`src/design/greedy_point_suppression_core_assert.svh`:
```
// Assertion macros shared by the point suppression RTL.
// Expects signals named clock and reset in the including module.
`ifndef GREEDY_POINT_SUPPRESSION_CORE_ASSERT_SVH
`define GREEDY_POINT_SUPPRESSION_CORE_ASSERT_SVH
`ifndef NO_ASSERTIONS
`define GPSC_ASSERT(lbl, prop, msg) \
   lbl: assert property (@(posedge clock) disable iff (reset) prop) else $error(msg);
`define GPSC_NEVER(lbl, expr, msg) \
   lbl: assert property (@(posedge clock) disable iff (reset) !(expr)) else $error(msg);
`else
`define GPSC_ASSERT(lbl, prop, msg)
`define GPSC_NEVER(lbl, expr, msg)
`endif
`endif

```
`src/design/gps_pkg.sv`:
```
// Package for the greedy point suppression core: sizes, payload types and helpers.
// Has no dependencies; every module of the core imports it.
package gps_pkg;

   localparam int MAX_KEPT    = 64;
   localparam int COORD_BITS  = 12;
   localparam int FIELD_W     = 12;
   localparam int STR_W       = 8;
   localparam int LIMIT_W     = 26;
   localparam int SQ_W        = 2 * COORD_BITS;
   localparam int SUM_W       = SQ_W + 1;
   localparam int CMP_W       = (SUM_W > LIMIT_W) ? SUM_W : LIMIT_W;
   localparam int IDX_W       = (MAX_KEPT > 1) ? $clog2(MAX_KEPT) : 1;
   localparam int CNT_W       = $clog2(MAX_KEPT + 1);
   localparam int DIST_DRAIN  = 2;
   localparam int CSR_ADDR_W  = 3;
   localparam int CSR_DATA_W  = 32;
   localparam logic [LIMIT_W-1:0] LIMIT_RESET = LIMIT_W'(6400);
   localparam logic REG_RADIUS_SQ_LIMIT = 1'b0;

   typedef logic [COORD_BITS-1:0] coord_type;

   typedef struct packed {
      coord_type y;
      coord_type x;
   } point_type;

   typedef struct packed {
      logic              shift;
      logic              load;
      point_type         pt;
   } cell_ctrl_type;

   typedef struct packed {
      logic [FIELD_W-1:0] point_x;
      logic [FIELD_W-1:0] point_y;
      logic [STR_W-1:0]   strength;
      logic               frame_start;
   } req_type;

   typedef struct packed {
      logic [FIELD_W-1:0] kept_x;
      logic [FIELD_W-1:0] kept_y;
      logic [STR_W-1:0]   kept_strength;
      logic               list_overflow;
   } rsp_type;

   function automatic coord_type to_coord(input logic [FIELD_W-1:0] v);
      logic [31:0] t;
      t = 32'(v);
      return t[COORD_BITS-1:0];
   endfunction

   function automatic logic [FIELD_W-1:0] to_field(input coord_type c);
      logic [31:0] t;
      t = 32'(c);
      return t[FIELD_W-1:0];
   endfunction

endpackage

```
`src/design/gps_cell.sv`:
```
// One cell of the kept-point ring: holds one point and passes it to its neighbor.
// Depends on gps_pkg.
module gps_cell
   import gps_pkg::*;
(
   input  logic          clock,
   input  cell_ctrl_type ctrl,
   input  point_type     from_next,
   output point_type     pt
);

   point_type pt_ff;
   point_type pt_in;

   always_comb begin
      priority if (ctrl.load) begin
         pt_in = ctrl.pt;
      end else if (ctrl.shift) begin
         pt_in = from_next;
      end else begin
         pt_in = pt_ff;
      end
   end

   always_ff @(posedge clock) begin
      pt_ff <= pt_in;
   end

   assign pt = pt_ff;

endmodule

```
`src/design/gps_dist.sv`:
```
// Pipelined squared-distance unit that compares the candidate with one kept point
// per cycle and accumulates a suppression hit. Depends on gps_pkg.
module gps_dist
   import gps_pkg::*;
(
   input  logic               clock,
   input  logic               reset,
   input  logic               clear,
   input  logic               sample_valid,
   input  point_type          head,
   input  point_type          cand,
   input  logic [LIMIT_W-1:0] limit,
   output logic               hit
);

   coord_type         dx_ff, dx_in, dy_ff, dy_in;
   logic              v1_ff, v2_ff;
   logic [SQ_W-1:0]   sqx_ff, sqy_ff;
   logic [SUM_W-1:0]  sum;
   logic              near;
   logic              hit_ff, hit_in;

   always_comb begin
      dx_in = (cand.x >= head.x) ? cand.x - head.x : head.x - cand.x;
      dy_in = (cand.y >= head.y) ? cand.y - head.y : head.y - cand.y;
      sum   = SUM_W'(sqx_ff) + SUM_W'(sqy_ff);
      near  = CMP_W'(sum) < CMP_W'(limit);
      priority if (clear) begin
         hit_in = 1'b0;
      end else if (v2_ff && near) begin
         hit_in = 1'b1;
      end else begin
         hit_in = hit_ff;
      end
   end

   always_ff @(posedge clock) begin
      dx_ff  <= dx_in;
      dy_ff  <= dy_in;
      sqx_ff <= SQ_W'(dx_ff) * SQ_W'(dx_ff);
      sqy_ff <= SQ_W'(dy_ff) * SQ_W'(dy_ff);
   end

   always_ff @(posedge clock) begin
      if (reset) begin
         v1_ff  <= 1'b0;
         v2_ff  <= 1'b0;
         hit_ff <= 1'b0;
      end else begin
         v1_ff  <= sample_valid;
         v2_ff  <= v1_ff;
         hit_ff <= hit_in;
      end
   end

   assign hit = hit_ff;

endmodule

```
`src/design/greedy_point_suppression_core.sv`:
```
// Greedy radius suppression of corner points. Every item is rotated past all
// MAX_KEPT kept points held in a ring of cells, one point per cycle into a
// three-stage squared-distance unit; the next item is taken only once the scan, the
// drain and the finish of the last one are done. A surviving point is placed in a
// result register, so a new item is accepted while that result still waits; the ring
// rotation sets the rate unless a second survivor must wait in finish for rsp_ready.
module greedy_point_suppression_core
   import gps_pkg::*;
(
   input  logic                  clock,
   input  logic                  reset,
   input  logic                  req_valid,
   output logic                  req_ready,
   input  req_type               req_data,
   output logic                  rsp_valid,
   input  logic                  rsp_ready,
   output rsp_type               rsp_data,
   input  logic                  csr_psel,
   input  logic                  csr_penable,
   input  logic                  csr_pwrite,
   input  logic [CSR_ADDR_W-1:0] csr_paddr,
   input  logic [CSR_DATA_W-1:0] csr_pwdata,
   output logic [CSR_DATA_W-1:0] csr_prdata,
   output logic                  csr_pready
);

`include "greedy_point_suppression_core_assert.svh"

   typedef enum logic [1:0] {
      ST_IDLE,
      ST_SCAN,
      ST_DRAIN,
      ST_FINISH
   } state_type;

   state_type          state_ff, state_in;
   logic [IDX_W-1:0]   step_ff, step_in;
   logic [1:0]         drain_ff, drain_in;
   logic [CNT_W-1:0]   count_ff, count_in;
   point_type          cand_ff, cand_in;
   logic [STR_W-1:0]   str_ff, str_in;
   rsp_type            rsp_ff, rsp_in;
   logic               rsp_valid_ff, rsp_valid_in;
   logic [LIMIT_W-1:0] limit_ff, limit_in;
   logic               load_en;
   logic               req_take;
   logic               sample_valid;
   logic               hit;
   logic               csr_reg_hit;
   point_type          ring [MAX_KEPT];
   cell_ctrl_type      ctrl [MAX_KEPT];

   assign req_take     = req_valid && (state_ff == ST_IDLE);
   assign req_ready    = (state_ff == ST_IDLE);
   assign sample_valid = (state_ff == ST_SCAN) && (CNT_W'(step_ff) < count_ff);

   for (genvar i = 0; i < MAX_KEPT; i++) begin : g_ring
      assign ctrl[i].shift = (state_ff == ST_SCAN);
      assign ctrl[i].load  = load_en && (count_ff == CNT_W'(i));
      assign ctrl[i].pt    = cand_ff;
      gps_cell u_cell (
         .clock     (clock),
         .ctrl      (ctrl[i]),
         .from_next (ring[(i + 1) % MAX_KEPT]),
         .pt        (ring[i])
      );
   end

   gps_dist u_dist (
      .clock        (clock),
      .reset        (reset),
      .clear        (req_take),
      .sample_valid (sample_valid),
      .head         (ring[0]),
      .cand         (cand_ff),
      .limit        (limit_ff),
      .hit          (hit)
   );

   always_comb begin
      state_in     = state_ff;
      step_in      = step_ff;
      drain_in     = drain_ff;
      count_in     = count_ff;
      cand_in      = cand_ff;
      str_in       = str_ff;
      rsp_in       = rsp_ff;
      rsp_valid_in = rsp_valid_ff;
      load_en      = 1'b0;
      if (rsp_valid_ff && rsp_ready) begin
         rsp_valid_in = 1'b0;
      end
      unique case (state_ff)
         ST_IDLE: begin
            if (req_valid) begin
               cand_in.x = to_coord(req_data.point_x);
               cand_in.y = to_coord(req_data.point_y);
               str_in    = req_data.strength;
               step_in   = '0;
               if (req_data.frame_start) begin
                  count_in = '0;
               end
               state_in = ST_SCAN;
            end
         end
         ST_SCAN: begin
            step_in = step_ff + IDX_W'(1);
            if (step_ff == IDX_W'(MAX_KEPT - 1)) begin
               drain_in = '0;
               state_in = ST_DRAIN;
            end
         end
         ST_DRAIN: begin
            drain_in = drain_ff + 2'd1;
            if (drain_ff == 2'(DIST_DRAIN - 1)) begin
               state_in = ST_FINISH;
            end
         end
         ST_FINISH: begin
            if (hit) begin
               state_in = ST_IDLE;
            end else if (!rsp_valid_ff || rsp_ready) begin
               rsp_valid_in         = 1'b1;
               rsp_in.kept_x        = to_field(cand_ff.x);
               rsp_in.kept_y        = to_field(cand_ff.y);
               rsp_in.kept_strength = str_ff;
               rsp_in.list_overflow = (count_ff == CNT_W'(MAX_KEPT));
               if (count_ff != CNT_W'(MAX_KEPT)) begin
                  load_en  = 1'b1;
                  count_in = count_ff + CNT_W'(1);
               end
               state_in = ST_IDLE;
            end
         end
         default: begin
            state_in = ST_IDLE;
         end
      endcase
   end

   always_ff @(posedge clock) begin
      if (reset) begin
         state_ff     <= ST_IDLE;
         step_ff      <= '0;
         drain_ff     <= '0;
         count_ff     <= '0;
         rsp_valid_ff <= 1'b0;
      end else begin
         state_ff     <= state_in;
         step_ff      <= step_in;
         drain_ff     <= drain_in;
         count_ff     <= count_in;
         rsp_valid_ff <= rsp_valid_in;
      end
      cand_ff <= cand_in;
      str_ff  <= str_in;
      rsp_ff  <= rsp_in;
   end

   assign csr_reg_hit = (csr_paddr[CSR_ADDR_W-1:2] == REG_RADIUS_SQ_LIMIT);

   always_comb begin
      limit_in = limit_ff;
      if (csr_psel && csr_penable && csr_pwrite && csr_reg_hit) begin
         limit_in = csr_pwdata[LIMIT_W-1:0];
      end
   end

   always_ff @(posedge clock) begin
      if (reset) begin
         limit_ff <= LIMIT_RESET;
      end else begin
         limit_ff <= limit_in;
      end
   end

   assign csr_prdata = csr_reg_hit ? CSR_DATA_W'(limit_ff) : '0;
   assign csr_pready = 1'b1;
   assign rsp_valid  = rsp_valid_ff;
   assign rsp_data   = rsp_ff;

   `GPSC_NEVER(a_count_bound, count_ff > CNT_W'(MAX_KEPT), "kept count above capacity")
   `GPSC_ASSERT(a_rsp_from_finish, $rose(rsp_valid_ff) |-> $past(state_ff == ST_FINISH), "result without finish")
   `GPSC_NEVER(a_load_full, load_en && (count_ff == CNT_W'(MAX_KEPT)), "store into full list")
   `GPSC_ASSERT(a_scan_to_drain, (state_ff == ST_DRAIN) && $past(state_ff == ST_SCAN) |-> $past(step_ff == IDX_W'(MAX_KEPT - 1)), "scan ended early")

endmodule

```
`config.mk`:
```
export PLATFORM = sky130hd
export DESIGN_NAME = greedy_point_suppression_core
export DESIGN_NICKNAME = d
export VERILOG_FILES = /design/src/design/gps_pkg.sv /design/src/design/gps_cell.sv /design/src/design/gps_dist.sv /design/src/design/greedy_point_suppression_core.sv
export VERILOG_INCLUDE_DIRS = /design/src /design/src/design
export SDC_FILE = /design/constraint.sdc
export NUM_CORES = 2
export LEC_CHECK = 0
export ABC_AREA = 1
export BUFFER_PORTS_ARGS = -buffer_cell sky130_fd_sc_hd__buf_4
export CORE_MARGIN = 2
export CORE_UTILIZATION = 55
export CTS_BUF_LIST = sky130_fd_sc_hd__clkbuf_16
export DETAILED_ROUTE_END_ITERATION = 6
export MAX_ROUTING_LAYER = met4
export PLACE_DENSITY = 0.71
export SLEW_MARGIN = 5
export SYNTH_ARGS = -nofsm -noshare
export SYNTH_HDL_FRONTEND = slang
export SYNTH_SLANG_ARGS = --single-unit
```
`constraint.sdc`:
```
create_clock -name clock -period 7.9 [get_ports clock]
set_clock_uncertainty 0.15 [all_clocks]
set_input_delay 1.185 -clock clock [delete_from_list [all_inputs] [get_ports clock]]
set_output_delay 1.185 -clock clock [all_outputs]
set_load 0.02 [all_outputs]
```
Word-level counts from Yosys, hierarchy flattened. Cells that the tools add are included.

Register bits after elaboration: 1720. Input port bits: 75. Logic and storage cells: 546.

$add $sub $neg: 8. $mul: 2. Magnitude comparators: 4. Eq/ne operators: 78. Muxes and demuxes: 155. Bitwise gates (word level): 2. Reduce and logical (&&, ||, !) cells: 149.

Operators with widths (count): $mux 24 (128); $eq 7x6->1 const B (32); $reduce_bool 2->1 (67); $eq 7x5->1 const B (16); $logic_and 1x1->1 (71); $eq 7x4->1 const B (8); $mul 12x12->24 (2); $sub 12x12->12 (4); $mux 7 (5); $eq 7x3->1 const B (4); $lt 25x26->1 (1); $mux 26 (1); $add 24x24->25 (1); $ge 12x12->1 (2); $mux 12 (2); $eq 7x2->1 const B (2); $pmux 7 s2 (1); $mux 2 (6); $pmux 6 s2 (1); $ne 2x2->1 const B (5); $mux 1 (8); $pmux 2 s4 (1); $add 7x1->7 const B (1); $eq 7x1->1 const B (1); 22 further kinds (28).

Longest topological paths before layout.
Depth after elaboration: 7. Gate-level depth with buffers: 23.

By module. Synthesis repeated with hierarchy kept, for this count alone.

Cells, all modules: 9142. Area, all modules: 88443.6 um^2.

Modules (own cells, without submodules): gps_cell (instances 64, cells an instance 103, area an instance 1082.3 um^2, seq. area each 720.7 um^2); gps_dist (instances 1, cells an instance 2046, area an instance 14393.8 um^2, seq. area each 1461.4 um^2); greedy_point_suppression_core (instances 1, cells an instance 504, area an instance 4783.3 um^2, seq. area each 2832.7 um^2).

Worst setup path after synthesis. Ideal clock, no wire load.

Kind: in2reg. Start: input rsp_ready. End: register g_ring[11].u_cell.pt_ff (netlist bit g_ring[11].u_cell.pt[0]) (enable). Setup time: 0.381 ns. Arrival: 4.366 ns. Path slack: 3.004 ns. Stages on the path: 10. Cells stage by stage: inv_1 -> nand2_1 -> inv_1 -> nor2_1 -> nand2_2 -> nor3_4 -> buf_6 -> nand2_1 -> clkbuf_1 -> nand2_1.

Cells in the longest elaborated chain, start to end: 6.

RTL lines: start, declared (line greedy_point_suppression_core.sv:16) `input logic rsp_ready,`; $logic_or 1x1->1 (line greedy_point_suppression_core.sv:122) `end else if (!rsp_valid_ff || rsp_ready) begin`; $mux 1 (line greedy_point_suppression_core.sv:122); $mux 1 (line greedy_point_suppression_core.sv:120) `if (hit) begin`; $mux 1 (line greedy_point_suppression_core.sv:93) `unique case (state_ff)`; $logic_and 1x1->1 (line greedy_point_suppression_core.sv:59) `assign ctrl[i].load = load_en && (count_ff == CNT_W'(i));`; $reduce_bool 2->1 (no source line); end signal, assigned (line gps_cell.sv:26) `pt_ff <= pt_in;`; end, declared (line gps_cell.sv:12) `point_type pt_ff;`.

Every way passes these cells. A chain may end at the register's enable or synchronous reset.

Final worst setup path.
Start: register u_dist.dy_ff[6]. End: register u_dist.sqy_ff[23].

Cells in the longest elaborated chain, start to end: 1.

RTL lines: start, declared (line gps_dist.sv:16) `coord_type dx_ff, dx_in, dy_ff, dy_in;`; start signal, assigned (line gps_dist.sv:39) `dy_ff <= dy_in;`; $mul 12x12->24 (line gps_dist.sv:41) `sqy_ff <= SQ_W'(dy_ff) * SQ_W'(dy_ff);`; end signal, assigned (line gps_dist.sv:41); end, declared (line gps_dist.sv:18) `logic [SQ_W-1:0] sqx_ff, sqy_ff;`.

Every way passes these cells.

==> impl_metrics.ini <==
[critical_path]
critPathLaunchType = flip-flop
r2r_cells = 20
cp_max_fo = 12
endpoint_kind = flip-flop
arrival_ns = 5.74
worstSetupPathType = reg -> reg
crit_required_ns = 8.44

[logic_synthesis]
ys_seq_elements = 1718
synthDistinctLibCells = 41
synthTopCellsByCount = 2178 x nand2_1, 1601 x edfxtp_1, 1573 x o21ai_0, 925 x inv_1, 396 x clkbuf_1
synth_xor_area_frac = 0.00952
synth_ff_type = edfxtp_1
ys_seq_area_frac = 0.615
synth_top_area_share = 0.587
yosys-mux-area-fraction = 0
synth.area.top_cells = edfxtp_1 59%, nand2_1 10%, o21ai_0 9.6%, inv_1 4.2%, fa_1 3.9%
netlist_instances = 7995
yosysTopAreaCell = edfxtp_1
synth_top_family_by_area = simple AND/OR/NAND/NOR gates
synthAdderAreaFrac = 0.0740
syn_area_per_cell_um2 = 10.2
yosys.area_share.simple = 0.120
ys_warn_count = 0
synth_compound_area_frac = 0.112
synth_edf_count = 1601
yosysMostFrequentCell = nand2_1
syn_area_mm2 = 0.0819
async_reset_ff_frac = 0

[detailed_routing]
drt_wl_total_um = 183000
drt_pre_antenna_iters = 5
first_iter_violations = 4733
vias_per_cell = 5.57
num_vias = 55400
antenna_left = 0
remaining_drc_errors = 0
avgRoutedWirePerCell_um = 18.4

[layout]
drive_gt1_frac = 0.0627
fill_cells = 11900
fin_cells = 9954
layout.nets = 8345
syn2layout_area_growth_pct = 9.11
final_area_mm2 = 0.0894
seq_area_mm2 = 0.0504
multi_input_area_mm2 = 0.0259

[sta]
fin_ws_ns = 2.70
finalSetupViolations = 0
tightestPinTransition_ns = 1.31
drv_slew = 0
max_slew_margin = 0.124
max_freq_ghz = 0.192
hold_viol = 0
period_needed_ns = 5.20
fin_crit_sh = 0.658
tns_ns = 0
rsz0062_at_grt = no

[clock_tree]
cts_setup_buffers = 0
hold_buffers = 0
h-tree-depth = 4
cts_buffers = 172
clk_pin_slew_ns = 0.06
post_cts_resized = 0
clk_latency_ns = 0.81
cts_root_buf = clkbuf_16
cts_tree = yes
cts_sinks = 1718
cts_buffer_depth = 3

[placed_design]
dp_hpwl_um = 116000
place_congestion = 0.862
port_buffers = 127
place_area_mm2 = 0.0840
post-place-ws_ns = 2.75
numPlacedInstances = 9638

[floorplanning]
fp.dieArea_mm2 = 0.152
ios = 143
die_w_um = 390
rows = 141
coreArea_mm2 = 0.148
initial_core_util = 0.554
fp.dieH_um = 390

[flow_run]
cap_violations = 0

[hold_path]
hold_path_depth = 0
worstHoldPathType = reg -> reg

[grt]
antenna_found_initial = 3
overflow = 0
grt_pass1_vias = 54100
grtUsageTotal = 0.249
grt_max_degree = 59
grt_pass1_wl_um = 293000

[run_status]
status = complete, no violations
## routing by layer
metal  wire length, um  share of wire  track usage
met1             79300           0.43        0.336
met2             87100           0.48        0.398
met3             12200          0.066       0.0348
met4              4390          0.024       0.0690
met5                 0              0            -
## cell type report
| type | instances | area share |
|---|---|---|
| multi-input combinational | 4820 | 0.289 |
| inverter | 929 | 0.0390 |
| clock inverter | 138 | 0.0109 |
| antenna | 2 | 0.0000560 |
| clock buffer | 176 | 0.0493 |
| sequential | 1718 | 0.564 |
| tap | 1930 | 0.0270 |
| timing repair buffer | 241 | 0.0202 |
## through the flow
| stage | utilization | hold WS, ns |
|---|---|---|
| after global routing | 0.605 | 0.280 |
| after floorplan | - | 0.213 |
| after CTS | 0.605 | 0.270 |
| after global placement | 0.568 | 0.251 |
| final | 0.605 | 0.268 |
| after detailed placement | 0.568 | 0.256 |
## kinds of logic after synthesis
family | count (synthesis)
and+or+nand+nor | 2522
AOI/OAI and AO/OA | 1814
DFF | 1718
buffers and inverters | 1462
adders and majority gates | 388
xor gates and xnor gates | 89
other | 2
## critical path: stages (launching register included)
cell	delay [ns]
dfxtp_1	0.72
nand2_1	0.20
inv_1	0.12
fa_1	0.46
fa_1	0.53
inv_1	0.06
fa_1	0.53
inv_1	0.05
fa_1	0.48
inv_1	0.05
fa_1	0.48
inv_1	0.04
ha_1	0.32
nand2_1	0.13
inv_1	0.05
a21oi_1	0.24
nor2_1	0.06
o21ai_0	0.23
nand3_1	0.10
nand2_1	0.07
nand2_1	0.04
## flip-flops by register name (all words and copies together) (netlist names)
register	cells
u_dist.dy_ff	12
u_dist.sqy_ff	23
str_ff	8
cand_ff	24
rsp_data	33
drain_ff	2
rsp_valid	1
u_dist.v2_ff	1
u_dist.dx_ff	12
g_ring.u_cell.pt	1536
count_ff	7
u_dist.sqx_ff	23
limit_ff	26
step_ff	6
u_dist.v1_ff	1
u_dist.hit	1
state_ff	2
## final timing paths
path / start / to / slack, ns
max reg2reg: u_dist.dy_ff[6]$_DFF_P_ / u_dist.sqy_ff[23]$_DFF_P_ / 2.70
min reg2reg: str_ff[7]$_DFFE_PP_ / rsp_data[8]$_DFFE_PP_ / 0.27
max: u_dist.dy_ff[6]$_DFF_P_ / u_dist.sqy_ff[23]$_DFF_P_ / 2.70
min: str_ff[7]$_DFFE_PP_ / rsp_data[8]$_DFFE_PP_ / 0.27
## cells in the final DEF, fill, tap and decap left out, types with 53 or more instances in the layout
cell | synthesis | final
ha_1 | 227 | 227
fa_1 | 161 | 161
inv_1 | 925 | 941
edfxtp_1 | 1601 | 1601
dfxtp_1 | 117 | 117
nand2_1 | 2178 | 2177
buf_4 | 7 | 241
a21oi_1 | 147 | 147
nand3_1 | 95 | 95
clkbuf_16 | 0 | 176
o21ai_0 | 1573 | 1573
clkinv_1 | 1 | 53
nor2_1 | 165 | 164
xor2_1 | 69 | 69
Power is not shown: default switching activity piles up to over one toggle a cycle in this logic, so the estimate is an artifact.
